<file path="config.mk">
export PLATFORM = sky130hd
export DESIGN_NAME = qppl_ctrl
export DESIGN_NICKNAME = d
export VERILOG_FILES = /design/src/rtl/quadrature_pid_position_loop_assert.svh /design/src/rtl/qppl_pkg.sv /design/src/rtl/qppl_ctrl.sv
export SDC_FILE = /design/constraint.sdc
export NUM_CORES = 1
export LEC_CHECK = 0
export ABC_AREA = 1
export BUFFER_PORTS_ARGS = -buffer_cell sky130_fd_sc_hd__buf_2
export CAP_MARGIN = 5
export CELL_PAD_IN_SITES_DETAIL_PLACEMENT = 0
export CELL_PAD_IN_SITES_GLOBAL_PLACEMENT = 1
export CORE_AREA = 5 5 58 50
export CTS_CLUSTER_SIZE = 28
export DETAILED_ROUTE_END_ITERATION = 6
export DIE_AREA = 0 0 63 55
export PLACE_DENSITY = 0.74
export SETUP_SLACK_MARGIN = 0.02
export SLEW_MARGIN = 5
export SYNTH_ARGS = -nofsm -noshare
export SYNTH_HDL_FRONTEND = slang
export SYNTH_SLANG_ARGS = --single-unit
</file>
<file path="constraint.sdc">
create_clock -name clk -period 1.8 [get_ports clk]
set_input_delay 0.18 -clock clk [delete_from_list [all_inputs] [get_ports clk]]
set_output_delay 0.18 -clock clk [all_outputs]
set_load 0.05 [all_outputs]
</file>
<file path="src/rtl/quadrature_pid_position_loop_assert.svh">
// Assertion macros for the quadrature position loop.
// Included by the top level; expects clk and rst in scope.
`ifndef QUADRATURE_PID_POSITION_LOOP_ASSERT_SVH
`define QUADRATURE_PID_POSITION_LOOP_ASSERT_SVH

// Same-cycle implication, disabled during reset.
`define QPPL_ASSERT_NOW(label, ante, cons, msg) \
  label: assert property (@(posedge clk) disable iff (rst) (ante) |-> (cons)) \
    else $error(msg);

// Next-cycle implication, disabled during reset.
`define QPPL_ASSERT_NEXT(label, ante, cons, msg) \
  label: assert property (@(posedge clk) disable iff (rst) (ante) |=> (cons)) \
    else $error(msg);

`endif

</file>
<file path="src/rtl/qppl_pkg.sv">
// Shared types and constants for the quadrature position loop.
// Used by qppl_ctrl, qppl_dp and quadrature_pid_position_loop; no dependencies.
package qppl_pkg;

  localparam int CFG_INDEX_W          = 3;
  localparam int CFG_DATA_W           = 32;
  localparam int PERIOD_FRACTION_BITS = 24;
  localparam int MUL_W                = 33;
  localparam int PROD_W               = 2 * MUL_W;
  localparam int ACC_W                = 112;
  localparam int INTEGRAL_W           = 40;
  localparam int ISUM_W               = 58;
  localparam int DERIV_W              = 53;

  localparam logic signed [31:0] GAIN_P_RESET   = 32'sd655360;
  localparam logic signed [31:0] GAIN_I_RESET   = 32'sd0;
  localparam logic signed [31:0] GAIN_D_RESET   = 32'sd0;
  localparam logic [23:0]        PERIOD_RESET   = 24'd16777;
  localparam logic [19:0]        RATE_INV_RESET = 20'd1000;
  localparam logic [15:0]        LIMIT_RESET    = 16'd1000;

  localparam logic signed [31:0] S32_MAX = 32'sh7FFF_FFFF;
  localparam logic signed [31:0] S32_MIN = 32'sh8000_0000;

  // Quadrature transition table, indexed by {previous pair, current pair}.
  localparam logic signed [1:0] STEP_TABLE [16] = '{
    2'sd0,  -2'sd1, 2'sd1,  2'sd0,
    2'sd1,  2'sd0,  2'sd0,  -2'sd1,
    -2'sd1, 2'sd0,  2'sd0,  2'sd1,
    2'sd0,  2'sd1,  -2'sd1, 2'sd0
  };

  typedef enum logic [CFG_INDEX_W-1:0] {
    CFG_GAIN_P   = 3'd0,
    CFG_GAIN_I   = 3'd1,
    CFG_GAIN_D   = 3'd2,
    CFG_PERIOD   = 3'd3,
    CFG_RATE_INV = 3'd4,
    CFG_LIMIT    = 3'd5
  } cfg_index_t;

  typedef enum logic [2:0] {
    MUL_ERR_PERIOD,
    MUL_DIFF_RATE,
    MUL_P_ERR,
    MUL_I_LO,
    MUL_I_HI,
    MUL_D_LO,
    MUL_D_HI
  } mul_sel_t;

  typedef enum logic [2:0] {
    ACC_HOLD,
    ACC_CLEAR,
    ACC_ADD0,
    ACC_ADD24,
    ACC_ADD48
  } acc_op_t;

  typedef struct packed {
    logic     take;
    logic     load_count_out;
    logic     load_err;
    logic     load_diff;
    logic     upd_integral;
    logic     load_deriv;
    mul_sel_t mul_sel;
    acc_op_t  acc_op;
    logic     finish;
  } cmd_t;

endpackage

</file>
<file path="src/rtl/qppl_ctrl.sv">
// Sequencer for the quadrature position loop: handshakes and PID step order.
// Depends on qppl_pkg; drives qppl_dp through qppl_pkg::cmd_t.
module qppl_ctrl (
  input  logic              clk,
  input  logic              rst,
  input  logic              in_valid,
  input  logic              control_tick,
  input  logic              out_ready,
  output logic              in_ready,
  output logic              out_valid,
  output qppl_pkg::cmd_t    cmd
);

  typedef enum logic [10:0] {
    ST_IDLE = 11'b000_0000_0001,
    ST_ERR  = 11'b000_0000_0010,
    ST_MULI = 11'b000_0000_0100,
    ST_INTG = 11'b000_0000_1000,
    ST_DER  = 11'b000_0001_0000,
    ST_PROP = 11'b000_0010_0000,
    ST_ILO  = 11'b000_0100_0000,
    ST_IHI  = 11'b000_1000_0000,
    ST_DLO  = 11'b001_0000_0000,
    ST_DHI  = 11'b010_0000_0000,
    ST_SAT  = 11'b100_0000_0000
  } state_t;

  state_t state;
  state_t state_next;
  logic   slot_free;

  assign slot_free = !out_valid || out_ready;

  always_comb begin
    state_next         = state;
    in_ready           = 1'b0;
    cmd                = '0;
    cmd.mul_sel        = qppl_pkg::MUL_ERR_PERIOD;
    cmd.acc_op         = qppl_pkg::ACC_HOLD;
    unique case (state)
      ST_IDLE: begin
        in_ready = slot_free;
        if (in_valid && slot_free) begin
          cmd.take = 1'b1;
          if (control_tick) begin
            state_next = ST_ERR;
          end else begin
            cmd.load_count_out = 1'b1;
          end
        end
      end
      ST_ERR: begin
        cmd.load_err = 1'b1;
        state_next   = ST_MULI;
      end
      ST_MULI: begin
        cmd.mul_sel   = qppl_pkg::MUL_ERR_PERIOD;
        cmd.load_diff = 1'b1;
        state_next    = ST_INTG;
      end
      ST_INTG: begin
        cmd.upd_integral = 1'b1;
        cmd.mul_sel      = qppl_pkg::MUL_DIFF_RATE;
        state_next       = ST_DER;
      end
      ST_DER: begin
        cmd.load_deriv = 1'b1;
        cmd.mul_sel    = qppl_pkg::MUL_P_ERR;
        cmd.acc_op     = qppl_pkg::ACC_CLEAR;
        state_next     = ST_PROP;
      end
      ST_PROP: begin
        cmd.mul_sel = qppl_pkg::MUL_I_LO;
        cmd.acc_op  = qppl_pkg::ACC_ADD24;
        state_next  = ST_ILO;
      end
      ST_ILO: begin
        cmd.mul_sel = qppl_pkg::MUL_I_HI;
        cmd.acc_op  = qppl_pkg::ACC_ADD0;
        state_next  = ST_IHI;
      end
      ST_IHI: begin
        cmd.mul_sel = qppl_pkg::MUL_D_LO;
        cmd.acc_op  = qppl_pkg::ACC_ADD24;
        state_next  = ST_DLO;
      end
      ST_DLO: begin
        cmd.mul_sel = qppl_pkg::MUL_D_HI;
        cmd.acc_op  = qppl_pkg::ACC_ADD24;
        state_next  = ST_DHI;
      end
      ST_DHI: begin
        cmd.acc_op = qppl_pkg::ACC_ADD48;
        state_next = ST_SAT;
      end
      ST_SAT: begin
        if (slot_free) begin
          cmd.finish = 1'b1;
          state_next = ST_IDLE;
        end
      end
      default: begin
        state_next = ST_IDLE;
      end
    endcase
  end

  always_ff @(posedge clk) begin
    if (rst) begin
      state     <= ST_IDLE;
      out_valid <= 1'b0;
    end else begin
      state <= state_next;
      if (cmd.load_count_out || cmd.finish) begin
        out_valid <= 1'b1;
      end else if (out_ready) begin
        out_valid <= 1'b0;
      end
    end
  end

endmodule

</file>
==> results of run 1 <==
[worst min path at each step]
stage,from,to
2_1_floorplan,in_valid,state[1]
5_1_grt,in_valid,state[1]
6_report,in_valid,state[1]
4_1_cts,in_valid,state[1]
3_5_place_dp,in_valid,state[1]
3_3_place_gp,in_valid,state[1]
[power by group]
group | switching [mW] | total [mW] | leakage [nW] | internal [mW]
clock network | 0.0903 | 0.213 | 0.0210 | 0.123
registers | 0.0124 | 0.293 | 0.0980 | 0.281
logic | 0.260 | 0.382 | 0.463 | 0.121
total | 0.363 | 0.888 | 0.582 | 0.525
[cells by family after synthesis]
family | share of synthesized area (%)
AOI/OAI and AO/OA | 2.955
buffers and inverters | 13.37
and+or+nand+nor | 53.81
DFF | 29.86
[layer usage]
metal  vias to the layer above  track usage, %
met5                         -               0
met4                         0           4.240
met3                         2           5.051
met2                        11           19.80
met1                       342           14.48
li1                        421               -
[registers in the layout (all words and copies together), names as in the netlist]
name       flops
state         11
out_valid      1
[metrics by stage]
| stage | setup WS [ps] | power (mW) | util [%] | std cells | area [sq um] |
|---|---|---|---|---|---|
| 5_1_grt | -40.53 | 0.9506 | 45.82 | 172 | 1055 |
| 3_3_place_gp | 296.3 | 0.6445 | 40.60 | 167 | 934.6 |
| 6_report | 89.55 | 0.8881 | 45.82 | 172 | 1055 |
| 3_5_place_dp | 286.3 | 0.6488 | 40.60 | 167 | 934.6 |
| 2_1_floorplan | 118.0 | 0.5787 | - | 122 | 809.5 |
| 4_1_cts | 29.31 | 0.8675 | 42.50 | 171 | 978.4 |
[layout by cell type, fill, tap and decap left out, types with 2 or more instances in the layout]
| master | synthesis | final |
|---|---|---|
| nand3_2 | 2 | 2 |
| clkbuf_4 | 0 | 5 |
| inv_1 | 26 | 26 |
| dfxtp_2 | 0 | 3 |
| o21ai_0 | 2 | 2 |
| buf_4 | 0 | 4 |
| nand2_4 | 3 | 4 |
| nor3_2 | 2 | 3 |
| nor2_4 | 3 | 6 |
| buf_6 | 0 | 3 |
| nor3_1 | 15 | 13 |
| nand2_1 | 29 | 27 |
| nor2_2 | 4 | 3 |
| buf_2 | 0 | 11 |
| nor2_1 | 11 | 9 |
| nand3_1 | 5 | 5 |
| nand2_2 | 2 | 3 |
| dfxtp_1 | 12 | 9 |
[area by class of cell]
cell class / count / area [sq um]
flip-flops and latches: 12 / 244.0
well taps: 27 / 33.78
clock buffers: 4 / 36.28
fillers: 257 / 1247
multi-input cells: 82 / 503.0
inverters: 27 / 103.9
repair buffers: 20 / 133.9
[critical path: stages (launching register included)]
cell	delay, ps
dfxtp_1	340
nor2_2	160
nand2_4	110
nor2_4	170
nand2_2	100
nand2_1	90
nor2_2	50
nand2_1	70
buf_6	160
[what timing repair did]
| action | CTS | global route |
|---|---|---|
| setup endpoints to repair | 3 | 8 |
| endpoints found under the hold margin | 0 | 0 |
| pin swaps | 0 | 4 |
| resized for setup | 3 | 24 |
| setup buffers | 0 | 1 |
==> results by group, run 1 <==
STA
  – Final worst-path cycle share: 95.02%
  – Clk_skew: 0.7915 ps
  – Minimum clock period after layout: 1710 ps
  – Min Hold Slack: 167.7 ps
  – Fin. Hold Viols: 0
  – Setup_tns: 0 ps
  – Fin. max-slew vios: 0
  – Final setup fails: 0
  – Slew margin rel.: 81.84%
  – RSZ-0062 raised after global routing: yes
  – F_max: 0.5846 GHz
  – Worst-margin pin slew: 270.3 ps

Min path
  – WHS Path Cells: 3
  – Worst hold path type: in2reg

Synthesis
  – Asr flop ratio synth: 0%
  – Top area cells in the synthesized netlist: dfxtp_1, nand2_1, inv_1
  – EDFF count, synth: 0
  – Netlist cell types: 19
  – Post-Synthesis Cells: 122
  – Count of state elements after synthesis: 12
  – Main synth FF type: dfxtp_1
  – Synth cell count leaders: nand2_1, inv_1, nor3_1
  – Register area share after synthesis: 29.86%
  – Top cell type by total area after synthesis: dfxtp_1
  – Mapped Avg Cell Area: 6.594 sq um
  – Mapped Area: 804.5 sq um
  – Yosys warns: 0
  – Yosys top cell area share: 29.86%
  – Most numerous cell in the Yosys netlist: nand2_1
  – Mapped Nets: 127

Global routing
  – All-layer global routing usage: 12.10%
  – Initial antenna violation count: 0
  – Largest net degree at the start of global routing: 11
  – Global-route wire length before repair: 3.091 mm
  – Vias in the first global route: 712
  – Gr ovfl total: 0

Run status
  – Status: completed

Floorplan
  – Die area: 0.003465 sq mm
  – DIE WIDTH: 63 um
  – Starting density of the core: 34.95%
  – IO Count: 20
  – Site Rows: 16
  – CORE AREA: 0.002302 sq mm
  – DIE HEIGHT: 55 um

Clock network
  – Sink count of the clock tree: 12
  – TritonCTS buffer count: 3
  – Hold Buf Count CTS: 0
  – H-tree Lvls: 1
  – Clock buffer depth: 2
  – Worst-skew pair later-pin latency: 270 ps
  – Clock root cell: clkbuf_4
  – Clock transition at path regs: 80 ps
  – CTS tree: done

Layout
  – Synthesis-to-finish area growth: 31.10%
  – Layout Nets: 151
  – Share of cells above drive strength 1: 36.55%
  – ANT cells: 0

Placement
  – DP HPWL: 1.570 mm
  – GP Congestion: 0.7860
  – Port Buffers: 19

Pwr
  – Power per cell area: 842.0 mW/mm^2
  – Pleak: 0.5817 nW
  – VDD IR max: 469.3 uV

Flow run
  – Maxcap violations: 0

Setup path
  – R2R Setup Slk: 480 ps
  – Crit Path Class: reg2out
  – CP startpoint: state[2]
  – Crit path DAT: 1530 ps
  – R2R Path End: state[0]
  – Worst EP required: 1620 ps
  – Crit-path max FO: 5
  – CP Capture Type: output port
  – Startpoint Class: register
  – Worst r2r src: state[4]
  – Reg2reg path depth: 8
  – Critical path endpoint: cmd[1]

Route
  – 1st-iter DRT viols: 12
  – DRC viols: 0
  – M1 WL: 908 um
  – Routed met2 length: 989 um
  – Via density: 4.512
  – Met3 WL: 89 um
  – Wire per inst: 11.64 um
  – Via count: 776
  – Final ANT Viol Nets: 0
  – DRT Pass-1 Iters: 4
  – DR top layer: met4
  – Routed WL: 2.002 mm
Note: power is estimated with default switching activity, not from simulation.
==> run 2, diff against run 1 <==
--- a/config.mk
+++ b/config.mk
@@ -5,16 +5,15 @@
 export SDC_FILE = /design/constraint.sdc
 export NUM_CORES = 1
 export LEC_CHECK = 0
-export ABC_AREA = 1
 export BUFFER_PORTS_ARGS = -buffer_cell sky130_fd_sc_hd__buf_2
 export CAP_MARGIN = 5
 export CELL_PAD_IN_SITES_DETAIL_PLACEMENT = 0
 export CELL_PAD_IN_SITES_GLOBAL_PLACEMENT = 1
-export CORE_AREA = 5 5 58 50
+export CORE_AREA = 5 5 56 48
 export CTS_CLUSTER_SIZE = 28
 export DETAILED_ROUTE_END_ITERATION = 6
-export DIE_AREA = 0 0 63 55
-export PLACE_DENSITY = 0.74
+export DIE_AREA = 0 0 61 53
+export PLACE_DENSITY = 0.76
 export SETUP_SLACK_MARGIN = 0.02
 export SLEW_MARGIN = 5
 export SYNTH_ARGS = -nofsm -noshare
==> constraint.sdc (replaced) <==
create_clock -name clk -period 2.1 [get_ports clk]
set_input_delay 0.21 -clock clk [delete_from_list [all_inputs] [get_ports clk]]
set_output_delay 0.21 -clock clk [all_outputs]
set_load 0.05 [all_outputs]
==> run 2 against run 1 <==
Against the previous run:
- the run now ends with negative setup slack left
- global-route usage is 4.3 points higher
- wire length is 15% higher
- sequential cell count stayed put
- non-clock buffer count is 13 higher
- die area is 6.7% lower
==> results by group, run 2 <==
Run status
  – Status: finished with violations
  – Violated checks: negative setup slack

Layout
  – Post-layout util: 56.24%
  – Biggest register: state
  – Layout Nets: 135
  – Synthesis-to-finish area growth: 46.14%
  – Commonest cells after routing, fill and taps aside: buf_4, nor2_1, dfxtp_1
  – ANT cells: 0
  – Fill cell count: 195
  – Commonest non-fill, non-tap cell in the layout: buf_4
  – Fin area: 0.001161 sq mm
  – FF/Latch Area: 244.0 sq um
  – Top Registers: state: 11 flops, out_valid: 1 flops
  – Footprint of the multi-input gates: 578.1 sq um
  – Share of cells above drive strength 1: 45.31%
  – Max reg flops: 11

Clock network
  – H-tree Lvls: 1
  – Sink count of the clock tree: 12
  – Clock root cell: clkbuf_4
  – TritonCTS buffer count: 3
  – Clock buffer depth: 2
  – CTS tree: done
  – Worst-skew pair later-pin latency: 270 ps
  – Clock transition at path regs: 80 ps

Synthesis
  – Asr flop ratio synth: 0%
  – Netlist cell types: 42
  – Top cell type by total area after synthesis: dfxtp_1
  – Count of state elements after synthesis: 12
  – Register area share after synthesis: 30.24%
  – Top area cells in the synthesized netlist: dfxtp_1, nor2_1, nor3b_1
  – EDFF count, synth: 0
  – Synth cell count leaders: dfxtp_1, nor2_1, nand2_1
  – Yosys warns: 0
  – Main synth FF type: dfxtp_1
  – Mapped Avg Cell Area: 8.191 sq um
  – Mapped Area: 794.5 sq um
  – Post-Synthesis Cells: 97
  – Yosys top cell area share: 30.24%
  – Mapped Nets: 102

Min path
  – Hold path start: rst
  – Worst hold path type: in2reg
  – WHS Path Cells: 2
  – Hold Crit Endpoint: state[1]

Setup path
  – R2R Setup Slk: 270 ps
  – Worst r2r src: state[4]
  – Reg2reg path depth: 5
  – Crit-path max FO: 5
  – Startpoint Class: register
  – Worst EP required: 1890 ps
  – R2R Path End: state[2]
  – Worst path slowest cell: or4_4
  – Critical path, cell by cell: or4_4 > nor2_4 > and2_4 > nand3b_1 > o21ai_1 > buf_6
  – CP Capture Type: output port
  – Slowest cell delay on critical path: 580 ps
  – Crit Path Class: reg2out
  – Crit path DAT: 2030 ps

STA
  – Clk_skew: 2.389 ps
  – Final worst slack: -135.2 ps
  – Min Hold Slack: 206.8 ps
  – Final setup fails: 9
  – Slew margin rel.: 69.93%
  – RSZ-0062 raised after global routing: yes
  – Setup_tns: -795.1 ps
  – Fin. max-slew vios: 0
  – F_max: 0.4474 GHz
  – Minimum clock period after layout: 2235 ps
  – Final worst-path cycle share: 106.4%
  – Worst-margin pin slew: 444.8 ps
  – Fin. Hold Viols: 0

Global routing
  – Vias in the first global route: 875
  – Global-route wire length before repair: 3.905 mm
  – Gr ovfl total: 0
  – Initial antenna violation count: 0
  – All-layer global routing usage: 16.40%
  – Largest net degree at the start of global routing: 10

Floorplan
  – Die area: 0.003233 sq mm
  – Site Rows: 15
  – CORE AREA: 0.002064 sq mm
  – Starting density of the core: 38.48%
  – IO Count: 20
  – DIE HEIGHT: 53 um
  – DIE WIDTH: 61 um

Placement
  – Placed Area: 992.2 sq um
  – Port Buffers: 19
  – GP Congestion: 0.8341
  – Pre-CTS setup slack: 123.9 ps
  – DP HPWL: 1.619 mm

Pwr
  – Pleak: 0.5030 nW
  – VDD IR max: 509.5 uV
  – Power per cell area: 658.9 mW/mm^2

Route
  – Wire per inst: 14.99 um
  – 1st-iter DRT viols: 25
  – Routed WL: 2.293 mm
  – Via density: 5.634
  – Via count: 862
  – DRT Pass-1 Iters: 6
  – DRC viols: 0
  – Final ANT Viol Nets: 0

Flow run
  – Maxcap violations: 0
run 2: changes by cell type after synthesis, sizes merged, moves of 5 or more:
| cell | previous run | this run |
|---|---|---|
| inv | 27 | 2 |
| nand2 | 34 | 7 |
| nand3 | 8 | 3 |
| nor2 | 19 | 12 |
| nor3 | 17 | 3 |
| nor3b | 0 | 5 |
| nor4 | 0 | 5 |
run 2: per-layer routing:
metal / vias to the layer above / global-route usage [%] / share of wire, %
met4: 0 / 5.776 / 0.92
met1: 411 / 20.14 / 44
li1: 420 / - / -
met5: - / 0 / 0
met3: 4 / 3.415 / 6.6
met2: 27 / 27.94 / 48
run 2: final cells by class:
type	instances	area share [%]
Timing Repair Buffer	33	23.92
Multi-Input combinational cell	78	49.78
Tap cell	25	2.694
Inverter	2	0.6466
Sequential cell	12	21.01
Clock buffer	3	1.940
run 2: how the worst max path moves through the flow:
| stage | start | end | slack, ps | cells past startpoint |
|---|---|---|---|---|
| 2_1_floorplan | state[2] | cmd[4] | -200 | 5 |
| 3_3_place_gp | state[6] | cmd[6] | 90 | 6 |
| 3_5_place_dp | state[6] | cmd[6] | 120 | 6 |
| 4_1_cts | state[6] | cmd[6] | -120 | 6 |
| 5_1_grt | state[4] | cmd[6] | -220 | 6 |
| 6_report | state[4] | cmd[6] | -140 | 6 |
run 2: kinds of logic after synthesis:
group / after synthesis / synth area share [%]
buffers and inverters: 7 / 5.040
AO/OA/AOI/OAI: 17 / 14.49
flip-flops: 12 / 30.24
XOR/XNOR: 4 / 4.410
AND/OR/NAND/NOR: 57 / 45.83
run 2: power by group:
| part | total, mW | internal (mW) | switching, mW |
|---|---|---|---|
| registers | 0.265 | 0.241 | 0.0235 |
| logic | 0.352 | 0.158 | 0.194 |
| clock network | 0.148 | 0.0664 | 0.0819 |
run 2: worst max-delay path: cells and delay by family (launching register included):
| kind | cells | cell delay, ps |
|---|---|---|
| flops | 1 | 330 |
| compound gates | 1 | 190 |
| buf+inv | 1 | 180 |
| simple gates | 4 | 1060 |
run 2: per-stage QoR:
stage                     power, mW  cells
after CTS                    0.7392    152
after detailed placement     0.5435    147
after global routing         0.8123    153
after global placement       0.5441    147
final                        0.7651    153
after floorplan              0.4590     97
run 2: timing repair:
action                     4_1_cts  5_1_grt
setup endpoints to repair       12       13
setup buffers                    2        1
pin swaps                        2        4
cloned                           0        0
hold buffers                     0        0
resized for setup               26       13
==> run 3, diff against run 2 <==
==> constraint.sdc (replaced) <==
create_clock -name clk -period 2.1 [get_ports clk]
set_input_delay 0.42 -clock clk [delete_from_list [all_inputs] [get_ports clk]]
set_output_delay 0.42 -clock clk [all_outputs]
set_load 0.05 [all_outputs]
==> run 3 against run 2 <==
Against the previous run:
- largest power group unchanged
- the run still ends with negative setup slack left
- power is 11% higher
- critical path depth fell by 1
- sequential share of layout area shrank 1.8 points
- design area grew 12%
- sequential power fell by 4%
- largest cell class unchanged
==> results by group, run 3 (synthesis gave the netlist of run 2 again) <==
Run status
  – Status: finished with violations
  – Violated checks: negative setup slack

Route
  – Final ANT Viol Nets: 0
  – Met3 WL: 159 um
  – Via count: 897
  – DRC viols: 0
  – DR top layer: met4
  – DRT Pass-1 Iters: 4
  – Via density: 5.571
  – Routed WL: 2.350 mm
  – Wire per inst: 14.60 um
  – Routed met2 length: 1.120 mm
  – M1 WL: 1.027 mm
  – 1st-iter DRT viols: 31

Layout
  – Top Registers: state: 11 flops, out_valid: 1 flops
  – Synthesis-to-finish area growth: 63.62%
  – Footprint of the multi-input gates: 604.3 sq um
  – Max reg flops: 11
  – FF/Latch Area: 250.2 sq um
  – Commonest non-fill, non-tap cell in the layout: buf_4
  – Commonest cells after routing, fill and taps aside: buf_4, buf_6, nor2_1
  – Layout Nets: 142
  – Post-layout util: 62.97%
  – Fill cell count: 174
  – Share of cells above drive strength 1: 52.94%
  – ANT cells: 0
  – Biggest register: state

Floorplan
  – Site Rows: 15
  – DIE WIDTH: 61 um
  – CORE AREA: 0.002064 sq mm
  – Starting density of the core: 38.48%
  – DIE HEIGHT: 53 um
  – Die area: 0.003233 sq mm
  – IO Count: 20

Global routing
  – Initial antenna violation count: 0
  – Gr ovfl total: 0
  – All-layer global routing usage: 17.02%
  – Vias in the first global route: 903
  – Global-route wire length before repair: 4.050 mm
  – Largest net degree at the start of global routing: 10

STA
  – Fin. max-slew vios: 0
  – Final worst slack: -330.5 ps
  – Worst-margin pin slew: 486.6 ps
  – Fin. Hold Viols: 0
  – Final setup fails: 12
  – Clk_skew: 8.783 ps
  – Setup_tns: -3169 ps
  – RSZ-0062 raised after global routing: yes
  – Minimum clock period after layout: 2430 ps
  – Final worst-path cycle share: 115.7%
  – F_max: 0.4114 GHz
  – Slew margin rel.: 67.15%

Setup path
  – Slowest cell delay on critical path: 560 ps
  – Crit Path Class: reg2out
  – Crit-path max FO: 4
  – CP Capture Type: output port
  – Worst path slowest cell: or4_4
  – Startpoint Class: register
  – Crit path DAT: 2010 ps
  – Worst EP required: 1680 ps
  – Critical path, cell by cell: or4_4 > nor4_4 > buf_4 > and4b_2 > buf_8

Clock network
  – Clock transition at path regs: 90 ps
  – Sink count of the clock tree: 12
  – H-tree Lvls: 1
  – TritonCTS buffer count: 3
  – Worst-skew pair later-pin latency: 290 ps
  – Clock root cell: clkbuf_4
  – Hold Buf Count CTS: 0
  – Clock buffer depth: 2
  – CTS tree: done

Placement
  – DP HPWL: 1.685 mm
  – GP Congestion: 0.8104
  – Port Buffers: 19

Pwr
  – Pleak: 0.5314 nW
  – Total power: 0.8530 mW
  – Power per cell area: 656.1 mW/mm^2
  – VDD IR max: 546.2 uV

Min path
  – Worst hold path type: in2reg

Flow run
  – Maxcap violations: 0
[run 3: cell types whose count changed in the layout (fill, tap and decap cells not counted), sizes merged]
cell and delta:
buf +7, inv -2, clkinvlp +2, clkbuf +1
[run 3: path summary, 6_finish.rpt]
check | start | endpoint | slack [ps] | cells past startpoint
setup / recovery | state[7] | cmd[10] | -330 | 5
hold / removal | rst | state[3] | 420 | 2
setup reg to reg | state[7] | state[2] | 250 | 5
hold reg to reg | state[7] | state[8] | 650 | 3
[run 3: repair_timing]
item                                    4_1_cts  5_1_grt
endpoints found under the setup margin       13       14
hold endpoints to repair                      0        0
pin swaps                                     8        5
setup buffers                                 4        3
gates resized for setup                      36       10
[run 3: final cells by class]
class | instances | area share [%]
multi-input combinational | 78 | 46.49
timing repair buffer | 40 | 27.91
sequential | 12 | 19.25
clock buffer | 4 | 2.791
tap | 25 | 2.406
inverter | 2 | 1.155
[run 3: power by group]
| part | total, mW | internal [mW] | switching [mW] |
|---|---|---|---|
| sequential | 0.254 | 0.240 | 0.0145 |
| clock | 0.194 | 0.106 | 0.0880 |
| combinational | 0.405 | 0.189 | 0.217 |
| total | 0.853 | 0.534 | 0.319 |
[run 3: metrics by stage]
| step | setup WS (ps) | cell area [sq um] | hold slack [ps] | std cells |
|---|---|---|---|---|
| after global routing | -435.2 | 1300 | 414.4 | 161 |
| after detailed placement | -164.5 | 1070 | 634.9 | 151 |
| final | -330.5 | 1300 | 419.7 | 161 |
| after CTS | -391.8 | 1255 | 405.6 | 159 |
| after floorplan | -95.43 | 863.3 | 489.4 | 97 |
| after global placement | -171.4 | 1070 | 623.0 | 151 |
[run 3: layer usage]
layer,up-vias,GRT usage (%)
li1,440,-
met1,412,21.37
met2,39,27.58
met3,6,5.610
met4,0,4.693
met5,-,0
[run 3: critical path: cells and delay by family (launching register included)]
kind,cells,cell delay [ps]
AND/OR/NAND/NOR,3,1060
buffers and inverters,2,340
flip-flops,1,320
